===== config.mk =====
export PLATFORM = sky130hd
export DESIGN_NAME = sync_length_deframer_unit
export DESIGN_NICKNAME = d
export VERILOG_FILES = /design/src/hw/rtl/sld_pkg.sv /design/src/hw/rtl/sld_core.sv /design/src/hw/rtl/sync_length_deframer_unit.sv
export VERILOG_INCLUDE_DIRS = /design/src /design/src/hw/rtl
export SDC_FILE = /design/constraint.sdc
export NUM_CORES = 1
export LEC_CHECK = 0
export BUFFER_PORTS_ARGS = -buffer_cell sky130_fd_sc_hd__buf_2
export CORE_ASPECT_RATIO = 1.4
export CORE_UTILIZATION = 40
export CTS_BUF_LIST = sky130_fd_sc_hd__clkbuf_4 sky130_fd_sc_hd__clkbuf_8 sky130_fd_sc_hd__clkbuf_16
export DETAILED_ROUTE_END_ITERATION = 8
export SLEW_MARGIN = 20
export SYNTH_ARGS = -nofsm -noshare
export SYNTH_HDL_FRONTEND = slang
export SYNTH_SLANG_ARGS = --single-unit

===== constraint.sdc =====
create_clock -name clk_i -period 31.9 [get_ports clk_i]
set_input_delay 6.38 -clock clk_i [delete_from_list [all_inputs] [get_ports clk_i]]
set_output_delay 6.38 -clock clk_i [all_outputs]
set_load 0.01 [all_outputs]

===== src/hw/rtl/assert_macros.svh =====
// Assertion helpers shared by the RTL files.
`ifndef ASSERT_MACROS_SVH
`define ASSERT_MACROS_SVH

// A property checked at every rising clock edge outside of reset.
`define SLD_ASSERT(lbl, prop, msg) \
  lbl: assert property (@(posedge clk_i) disable iff (!rst_ni) (prop)) else $error(msg);

// A condition that must never be true outside of reset.
`define SLD_ASSERT_NEVER(lbl, cond, msg) \
  `SLD_ASSERT(lbl, !(cond), msg)

`endif


===== src/hw/rtl/sld_pkg.sv =====
`timescale 1ns / 1ps

package sld_pkg;

  localparam int unsigned HashBytes = 8;
  localparam int unsigned TimeBytes = 8;
  localparam int unsigned LenBytes  = 4;
  localparam int unsigned MinLen    = TimeBytes + HashBytes;

  localparam logic [7:0] SyncA = 8'hE2;
  localparam logic [7:0] SyncB = 8'h98;
  localparam logic [7:0] SyncC = 8'hA2;

  typedef enum logic [2:0] {
    PH_HUNT = 3'd0,
    PH_ONE  = 3'd1,
    PH_TWO  = 3'd2,
    PH_LEN  = 3'd3,
    PH_TIME = 3'd4,
    PH_HASH = 3'd5,
    PH_PAY  = 3'd6
  } phase_e;

  typedef enum logic [1:0] {
    KIND_HEADER  = 2'd0,
    KIND_PAYLOAD = 2'd1,
    KIND_SHORT   = 2'd2
  } kind_e;

  typedef struct packed {
    kind_e       kind;
    logic [63:0] time_stamp;
    logic [63:0] type_hash;
    logic [31:0] payload_count;
    logic [7:0]  payload_byte;
    logic        last;
  } result_t;

endpackage


===== src/hw/rtl/sld_core.sv =====
`timescale 1ns / 1ps
`include "assert_macros.svh"

module sld_core import sld_pkg::*; (
  input  logic       clk_i,
  input  logic       rst_ni,
  input  logic       step_i,
  input  logic [7:0] byte_i,
  output logic       res_valid_o,
  output result_t    res_o
);

  phase_e      phase_q, phase_d;
  logic [2:0]  cnt_q, cnt_d;
  logic [3:0]  cnt_inc;
  logic [31:0] len_q, len_d;
  logic [63:0] time_q, time_d;
  logic [63:0] hash_q, hash_d;
  logic [31:0] left_q, left_d;
  logic [31:0] pay_cnt;

  assign cnt_inc = {1'b0, cnt_q} + 4'd1;
  assign pay_cnt = len_q - 32'(MinLen);

  always_comb begin
    phase_d     = phase_q;
    cnt_d       = cnt_q;
    len_d       = len_q;
    time_d      = time_q;
    hash_d      = hash_q;
    left_d      = left_q;
    res_valid_o = 1'b0;
    res_o       = '0;
    case (phase_q)
      PH_LEN: begin
        len_d[{cnt_q[1:0], 3'b000} +: 8] = len_q[{cnt_q[1:0], 3'b000} +: 8] | byte_i;
        cnt_d = cnt_inc[2:0];
        if (cnt_inc >= 4'(LenBytes)) begin
          cnt_d = '0;
          if (len_d < 32'(MinLen)) begin
            phase_d     = PH_HUNT;
            res_valid_o = 1'b1;
            res_o.kind  = KIND_SHORT;
            res_o.last  = 1'b1;
          end else begin
            phase_d = PH_TIME;
          end
        end
      end
      PH_TIME: begin
        time_d[{cnt_q, 3'b000} +: 8] = time_q[{cnt_q, 3'b000} +: 8] | byte_i;
        cnt_d = cnt_inc[2:0];
        if (cnt_inc >= 4'(TimeBytes)) begin
          cnt_d   = '0;
          phase_d = PH_HASH;
        end
      end
      PH_HASH: begin
        hash_d[{cnt_q, 3'b000} +: 8] = hash_q[{cnt_q, 3'b000} +: 8] | byte_i;
        cnt_d = cnt_inc[2:0];
        if (cnt_inc >= 4'(HashBytes)) begin
          cnt_d               = '0;
          res_valid_o         = 1'b1;
          res_o.kind          = KIND_HEADER;
          res_o.time_stamp    = time_q;
          res_o.type_hash     = hash_d;
          res_o.payload_count = pay_cnt;
          res_o.last          = (pay_cnt == '0);
          if (pay_cnt == '0) begin
            phase_d = PH_HUNT;
          end else begin
            left_d  = pay_cnt;
            phase_d = PH_PAY;
          end
        end
      end
      PH_PAY: begin
        res_valid_o        = 1'b1;
        res_o.kind         = KIND_PAYLOAD;
        res_o.payload_byte = byte_i;
        res_o.last         = (left_q <= 32'd1);
        if (left_q <= 32'd1) begin
          left_d  = '0;
          phase_d = PH_HUNT;
        end else begin
          left_d = left_q - 32'd1;
        end
      end
      default: begin
        // An E2 always restarts the sync match, also in the middle of one.
        if (byte_i == SyncA) begin
          phase_d = PH_ONE;
        end else if (byte_i == SyncB && phase_q == PH_ONE) begin
          phase_d = PH_TWO;
        end else if (byte_i == SyncC && phase_q == PH_TWO) begin
          phase_d = PH_LEN;
          cnt_d   = '0;
          len_d   = '0;
          time_d  = '0;
          hash_d  = '0;
        end else begin
          phase_d = PH_HUNT;
        end
      end
    endcase
  end

  always_ff @(posedge clk_i or negedge rst_ni) begin
    if (!rst_ni) begin
      phase_q <= PH_HUNT;
      cnt_q   <= '0;
      len_q   <= '0;
      time_q  <= '0;
      hash_q  <= '0;
      left_q  <= '0;
    end else if (step_i) begin
      phase_q <= phase_d;
      cnt_q   <= cnt_d;
      len_q   <= len_d;
      time_q  <= time_d;
      hash_q  <= hash_d;
      left_q  <= left_d;
    end
  end

  `SLD_ASSERT(a_len_cnt_range, (phase_q == PH_LEN) |-> (cnt_q < 3'(LenBytes)), "length count")
  `SLD_ASSERT_NEVER(a_pay_left_zero, (phase_q == PH_PAY) && (left_q == '0), "empty payload")
  `SLD_ASSERT(a_res_phase, res_valid_o |-> (phase_q > PH_TWO), "result while hunting")

endmodule


===== src/hw/rtl/sync_length_deframer_unit.sv =====
`timescale 1ns / 1ps
`include "assert_macros.svh"

// Sync-word deframer for a byte stream: one byte is accepted per clock cycle while
// in_ready_o is high; a request that completes a result registers it into the output
// entry, or the skid entry while the output stalls. The core updates the framing state
// on each accepted byte. Results pass through a two-entry output buffer, so one stalled
// result does not stop the input; a second one drops in_ready_o until the output drains.
module sync_length_deframer_unit import sld_pkg::*; (
  input  logic        clk_i,
  input  logic        rst_ni,
  input  logic        in_valid_i,
  output logic        in_ready_o,
  input  logic [7:0]  stream_byte_i,
  output logic        out_valid_o,
  input  logic        out_ready_i,
  output logic [1:0]  kind_o,
  output logic [63:0] time_stamp_o,
  output logic [63:0] type_hash_o,
  output logic [31:0] payload_count_o,
  output logic [7:0]  payload_byte_o,
  output logic        last_o
);

  logic    step;
  logic    res_valid;
  result_t res;

  logic    out_valid_q, out_valid_d;
  result_t out_q, out_d;
  logic    skid_valid_q, skid_valid_d;
  result_t skid_q, skid_d;

  assign in_ready_o = !skid_valid_q;
  assign step       = in_valid_i && in_ready_o;

  sld_core u_core (
    .clk_i      (clk_i),
    .rst_ni     (rst_ni),
    .step_i     (step),
    .byte_i     (stream_byte_i),
    .res_valid_o(res_valid),
    .res_o      (res)
  );

  always_comb begin
    out_valid_d  = out_valid_q;
    out_d        = out_q;
    skid_valid_d = skid_valid_q;
    skid_d       = skid_q;
    if (!out_valid_q || out_ready_i) begin
      if (skid_valid_q) begin
        out_valid_d  = 1'b1;
        out_d        = skid_q;
        skid_valid_d = 1'b0;
      end else begin
        out_valid_d = step && res_valid;
        out_d       = res;
      end
    end else if (step && res_valid) begin
      skid_valid_d = 1'b1;
      skid_d       = res;
    end
  end

  always_ff @(posedge clk_i or negedge rst_ni) begin
    if (!rst_ni) begin
      out_valid_q  <= 1'b0;
      skid_valid_q <= 1'b0;
    end else begin
      out_valid_q  <= out_valid_d;
      skid_valid_q <= skid_valid_d;
    end
  end

  always_ff @(posedge clk_i) begin
    out_q  <= out_d;
    skid_q <= skid_d;
  end

  assign out_valid_o     = out_valid_q;
  assign kind_o          = out_q.kind;
  assign time_stamp_o    = out_q.time_stamp;
  assign type_hash_o     = out_q.type_hash;
  assign payload_count_o = out_q.payload_count;
  assign payload_byte_o  = out_q.payload_byte;
  assign last_o          = out_q.last;

  `SLD_ASSERT(a_skid_behind_out, skid_valid_q |-> out_valid_q, "skid entry without output entry")
  `SLD_ASSERT(a_short_is_last, (out_valid_q && out_q.kind == KIND_SHORT) |-> out_q.last, "short")
  `SLD_ASSERT(a_out_hold, (out_valid_q && !out_ready_i) |=> out_valid_q, "output request dropped")

endmodule

==> metrics.md, run 1 <==
| Metric | Value |
|---|---|
| Fraction of layout cells with a size suffix above 1 | `20.1%` |
| DP Area | `27,000 sq um` |
| RSZ-0062 raised after global routing | `false` |
| Commonest non-fill, non-tap cell in the layout | `edfxtp_1` |
| Final GP Congestion | `0.940` |
| Fin Hold WS | `0.503 ns` |
| P_leak | `11.7 nW` |
| Overflow after GRT | `0` |
| Overall Global Routing Usage | `22.9%` |
| Max Cap Violations | `0` |
| Clock Path Buffers | `3` |
| Required @ worst endpoint | `32.14 ns` |
| Fin area | `28,900 sq um` |
| Unique masters post-synth | `72` |
| WL/cell | `24.1 um` |
| First-pass GRT wire length | `113,000 um` |
| Peak supply drop | `0.0421 mV` |
| CP Max Fanout | `62` |
| Syn. warnings | `0` |
| Tmin final | `9.90 ns` |
| CTS tree | `done` |
| Routed Antenna Nets | `0` |
| Most frequent cells in the layout | `342 x edfxtp_1, 219 x nor2_1, 197 x dfrtp_1` |
| Drt drc | `0` |
| I/O pin count | `185` |
| Clock sinks | `542` |
| Setup TNS | `0 ns` |
| #FFs+latches synth | `542` |
| Ys async rst share | `36.9%` |
| Pin count of the biggest net entering global routing | `99` |
| Hold buffer count at CTS | `0` |
| Syn Inst Count | `2,104` |
| Final hold violations | `0` |
| Final worst slack | `22.00 ns` |
| WS Path Type | `in -> reg` |
| Antenna violations before repair | `2` |
| Seq/Total Area, Yosys | `60.1%` |
| Final Max Slew Viols | `0` |
| Die X | `215 um` |
| Number of enable flip-flop cells after synthesis | `342` |
| Total core area | `63,000 sq um` |
| Pre-CTS WS | `21.38 ns` |
| Fmax | `101 MHz` |
| Relative slew slack | `23.6%` |
| CP Capture Type | `flop` |
| Area Growth Syn to Fin | `13.8%` |
| Final cycle utilization of the critical path | `31.0%` |
| Startpoint type of the worst setup path | `input port` |
| GR Layer Usage met1 | `29.4%` |
| Worst-Skew Late Latency | `0.63 ns` |
| Clock Pin Slew Worst Setup and Hold Paths | `0.06 ns` |
| Top_reg_cell synth | `edfxtp_1` |
| Grt met3 use | `3.08%` |
| Final setup fails | `0` |
| Die area | `64,600 sq um` |
| Resized Gates After CTS | `0` |
| Post-CTS Setup Bufs | `0` |
| Rows | `109` |
| Port buffer count | `184` |
| Die height | `300 um` |
| Starting DRT DRC Count | `1,617` |
| H-tree depth | `2` |
| Clk root buf | `clkbuf_16` |
| Drt first pass iters | `5` |
| Nets | `2,252` |
| Vias in the first global route | `17,800` |
| Initial Util | `40.3%` |
| Syn nets | `2,128` |
| Via-to-Cell Ratio | `5.88` |
| HP Class | `reg -> reg` |
| Worst slew pin tran | `1.14 ns` |
| CTS Buf Count | `53` |
| DP HPWL | `51,800 um` |
| Routed via count | `18,300` |
| Power Density | `49.3 nW/um^2` |
| DRT Wirelength | `74,900 um` |
| Final core occ | `45.9%` |
| Met2 Use GR | `39.1%` |
| Status | `completed` |
| Mean area per synthesized cell | `12.1 sq um` |
| Gr busiest metal | `met2` |
| Cell Area, Synth | `25,400 sq um` |
| Critical Path AT | `10.15 ns` |
| Layout Skew | `0.0500 ns` |
## report_power, final
group,switching (W),internal [W],total (W)
Clock,0.000281,0.000387,0.000669
Sequential,0.000000670,0.000740,0.000741
Combinational,0.0000124,0.00000317,0.0000156
## cells in the mapped netlist, types with 34 or more instances
library cell	n	area share, %
edfxtp_1	342	40
and2_1	106	2.6
o21ai_0	60	1.2
mux2_2	92	4.1
o31ai_1	96	2.8
nor3_1	52	1.0
clkbuf_1	118	1.7
nor2_1	220	3.2
mux4_2	34	3.0
nand2_1	194	2.9
dfrtp_1	200	20
a21oi_1	72	1.4
a22o_1	139	4.8
## final timing paths
path                            cells after the start               from  slack (ns)           endpoint
max in group asynchronous                           2             rst_ni       24.68       skid_valid_q
worst max register to register                     11    u_core.cnt_q[1]       26.63         skid_q[78]
worst max-delay path                               10   stream_byte_i[3]       22.00         skid_q[78]
worst min register to register                      1  u_core.left_q[23]        0.50  u_core.left_q[23]
min in group asynchronous                           1             rst_ni        5.74  u_core.left_q[12]
worst min-delay path                                1  u_core.left_q[23]        0.50  u_core.left_q[23]
## per-stage QoR
stage,total power (W),cells
3_5_place_dp,0.000771,3005
2_1_floorplan,0.000760,2104
5_1_grt,0.00147,3106
3_3_place_gp,0.000771,3005
6_report,0.00143,3106
4_1_cts,0.00144,3105
## final cells by class
type,instances,area (sq um)
repair buffers,210,1120
clock buffers,73,1530
flip-flops and latches,542,15300
well taps,832,1040
diodes,1,2.50
multi-input cells,1405,9550
fillers,5752,34100
clock inverters,27,347
inverters,16,61.3
## routing by layer
layer  up-vias  share of wire, %
li1       8214                 -
met1      9208                41
met2       698                50
met3       151               5.4
met4         2               3.7
met5         -             0.017
## kinds of logic after synthesis
family                   Yosys count  synth area share [%]
AND/OR/NAND/NOR                  723                  13.8
flip-flops                       542                  60.1
AO/OA/AOI/OAI                    495                  14.2
buffers and inverters            157                  2.47
multiplexers                     148                  7.95
XOR/XNOR                          27                 0.930
adder cells (fa/ha/maj)           12                 0.591
## worst max-delay path, stage by stage
cell and delay, ns:
buf_2 0.18, a2111oi_0 0.64, a31oi_1 0.17, a2111oi_0 0.52, and3_1 0.28, and2_1 0.25
nor3_1 0.10, nor3_2 0.23, buf_4 0.56, buf_4 0.74
## sequential cells by signal, indices dropped and copies added (netlist names), 3 cells and up
name,flops
u_core.cnt_q,3
u_core.phase_q,3
type_hash_o,64
skid_q,171
time_stamp_o,64
u_core.len_q,32
u_core.hash_q,64
payload_count_o,32
u_core.time_q,64
u_core.left_q,32
payload_byte_o,8
Note: power is estimated with default switching activity, not from simulation.
==> run 2, diff against run 1 <==
==> constraint.sdc (replaced) <==
create_clock -name clk_i -period 9.2 [get_ports clk_i]
set_input_delay 1.84 -clock clk_i [delete_from_list [all_inputs] [get_ports clk_i]]
set_output_delay 1.84 -clock clk_i [all_outputs]
set_load 0.01 [all_outputs]
==> run 2 against run 1 <==
- combinational power grew to 3.6 times the previous value
- setup slack lost 19 ns
- hold slack gained 0.0036 ns
- utilization grew 0.19 points
- power grew to 3.5 times the previous value
- via count is the same
- sequential power grew to 3.5 times the previous value
- critical path type is now reg -> reg
==> metrics.md, run 2 (synthesis gave the netlist of run 1 again) <==
| Metric | Value |
|---|---|
| Status | `completed (unchanged)` |
| WL/cell | `23.9 um (was 24.1 um)` |
| Fmax | `173 MHz` |
| Final hold violations | `0 (unchanged)` |
| Die area | `64,600 sq um (unchanged)` |
| DRT Wirelength | `74,400 um (was 74,900 um)` |
| Tmin final | `5.80 ns` |
| Fin Hold WS | `0.507 ns (was 0.503 ns)` |
| Largest register FFs | `171 (unchanged)` |
| Peak supply drop | `0.148 mV (was 0.0421 mV)` |
| Initial Util | `40.3% (unchanged)` |
| Via-to-Cell Ratio | `5.88 (about the same)` |
| WS Path Type | `reg -> reg (was in -> reg)` |
| Worst hold stages | `1 (unchanged)` |
| Clk root buf | `clkbuf_16 (unchanged)` |
| Starting DRT DRC Count | `1,936 (was 1,617)` |
| Final Max Slew Viols | `0 (unchanged)` |
| FILL cells | `5,855 (was 5,752)` |
| Routed Antenna Nets | `0 (unchanged)` |
| Setup TNS | `0 ns (unchanged)` |
| Final GP Congestion | `0.976 (was 0.940)` |
| Worst reg2reg endpoint | `skid_q[6] (was skid_q[78])` |
| CTS tree | `done (unchanged)` |
| Max Cap Violations | `0 (unchanged)` |
| Die height | `300 um (unchanged)` |
| Clock sinks | `542 (unchanged)` |
| Startpoint type of the worst setup path | `flop (was input port)` |
| Rows | `109 (unchanged)` |
| RSZ-0062 raised after global routing | `false (unchanged)` |
| Biggest register | `skid_q (unchanged)` |
| Final total power | `0.00500 W (was 0.00143 W)` |
| Hold buffer count at CTS | `0 (unchanged)` |
| Commonest non-fill, non-tap cell in the layout | `edfxtp_1 (unchanged)` |
| Final setup fails | `0 (unchanged)` |
| CP bufs+invs | `4 (was 3)` |
| Power Density | `172 nW/um^2 (was 49.3 nW/um^2)` |
| CP startpoint | `u_core.cnt_q[1] (was stream_byte_i[3])` |
| Worst slew pin tran | `1.20 ns (was 1.14 ns)` |
| CP cell instances | `buf_4, inv_1, ha_1, nor2b_1, nand3b_1, o22ai_1, a2111oi_0, and3_1, and2_1, nor3_1, nor3_4, buf_4, buf_4 (was buf_2, a2111oi_0, a31oi_1, a2111oi_0, and3_1, and2_1, nor3_1, nor3_2, buf_4, buf_4)` |
| First-pass GRT wire length | `112,000 um (was 113,000 um)` |
| Required @ worst endpoint | `9.45 ns (was 32.14 ns)` |
| Final worst slack | `3.40 ns (was 22.00 ns)` |
| Vias in the first global route | `17,900 (was 17,800)` |
| Layout Skew | `0.0642 ns (was 0.0500 ns)` |
| Critical path's top delay family | `buffers and inverters (unchanged)` |
| Overall Global Routing Usage | `22.7% (was 22.9%)` |
| Pre-CTS WS | `3.27 ns (was 21.38 ns)` |
| Relative slew slack | `20.2% (was 23.6%)` |
| Multi-input logic area | `9570 sq um (was 9550 sq um)` |
| Drt first pass iters | `7 (was 5)` |
| Fraction of layout cells with a size suffix above 1 | `20.3% (was 20.1%)` |
| Sequential cell area | `15,300 sq um (unchanged)` |
| Slowest stage cell, crit path | `buf_4 (unchanged)` |
| Clock Path Buffers | `3 (unchanged)` |
| I/O pin count | `185 (unchanged)` |
| Pin count of the biggest net entering global routing | `109 (was 99)` |
| Most used cell, CP | `buf_4` |
| CTS Buf Count | `52 (was 53)` |
| Most frequent cells in the layout | `342 x edfxtp_1, 219 x nor2_1, 197 x dfrtp_1 (unchanged)` |
| Final cycle utilization of the critical path | `63.0%` |
| Worst Hold Launch | `u_core.left_q[23] (unchanged)` |
| DP HPWL | `52,200 um (was 51,800 um)` |
| Resized Gates After CTS | `0 (unchanged)` |
| Total core area | `63,000 sq um (unchanged)` |
| Antenna violations before repair | `2 (unchanged)` |
| Routed via count | `18,300 (unchanged)` |
| N_diodes | `0 (was 1)` |
| Post-CTS Setup Bufs | `0 (unchanged)` |
| H-tree depth | `2 (unchanged)` |
| Nets | `2,255 (was 2,252)` |
| HP Class | `reg -> reg (unchanged)` |
| Final core occ | `46.1% (was 45.9%)` |
| CP peak stage delay | `0.74 ns (about the same)` |
| Drt drc | `0 (unchanged)` |
| Overflow after GRT | `0 (unchanged)` |
| Clock Pin Slew Worst Setup and Hold Paths | `0.07 ns (was 0.06 ns)` |
| Port buffer count | `184 (unchanged)` |
| CP Max Fanout | `66 (was 62)` |
| Area Growth Syn to Fin | `14.3% (was 13.8%)` |
| Reg2reg start | `u_core.cnt_q[1] (unchanged)` |
| Worst-Skew Late Latency | `0.65 ns (was 0.63 ns)` |
| Critical Path AT | `6.04 ns (was 10.15 ns)` |
| Cells on worst reg2reg path | `13 (was 11)` |
| CP Capture Type | `flop (unchanged)` |
| Endpoint, Worst Hold | `u_core.left_q[23] (unchanged)` |
| P_leak | `11.7 nW (about the same)` |
| Die X | `215 um (unchanged)` |
| Flop2flop setup slack | `3.40 ns (was 26.63 ns)` |
[run 2: cell count changes in the layout (fill, tap and decap cells not counted), moves of 2 or more]
cell,delta
bufinv_16,+3
clkbuf_8,-2
nor3_1,-2
clkinv_4,+2
clkinvlp_4,+5
buf_4,+3
clkbuf_4,-11
[run 2: final cells by class]
type / count / share of cell area (%)
Clock buffer: 60 / 4.87
Tap cell: 832 / 3.58
Sequential cell: 542 / 52.6
Timing Repair Buffer: 214 / 4.04
Multi-Input combinational cell: 1405 / 32.9
Inverter: 16 / 0.211
Clock inverter: 38 / 1.76
[run 2: how the worst max path moves through the flow]
stage	endpoint	slack, ns	cells past startpoint
final	skid_q[6]	3.40	13
after global routing	skid_q[6]	3.08	13
after CTS	skid_q[6]	3.47	13
after detailed placement	skid_q[151]	3.27	10
after global placement	skid_q[152]	3.38	11
after floorplan	skid_q[0]	1.31	10
[run 2: routing by layer]
| layer | wire (um) | global-route usage (%) |
|---|---|---|
| met5 | 0 | 0 |
| met4 | 2700 | 8.48 |
| met3 | 4020 | 3.27 |
| met2 | 37100 | 39.2 |
| met1 | 30600 | 29.0 |
[run 2: power breakdown]
| part | internal, W | switching (W) |
|---|---|---|
| Combinational | 0.0000125 | 0.0000432 |
| Clock | 0.00137 | 0.000998 |
| Sequential | 0.00257 | 0.00000233 |
| Total | 0.00395 | 0.00104 |
[run 2: metrics by stage]
| step | std cells | instance area, sq um |
|---|---|---|
| floorplan | 2104 | 25500 |
| global placement | 3008 | 27100 |
| detailed placement | 3008 | 27100 |
| CTS | 3106 | 29000 |
| global route | 3107 | 29100 |
| finish | 3107 | 29100 |
[run 2: worst reg2reg max path, cell delays in order, from the launching register on]
cell and delay, ns:
dfrtp_2 0.34, buf_4 0.69, inv_1 0.37, ha_1 0.49, nor2b_1 0.30, nand3b_1 0.29
o22ai_1 0.14, a2111oi_0 0.51, and3_1 0.28, and2_1 0.25, nor3_1 0.12, nor3_4 0.23
buf_4 0.62, buf_4 0.76
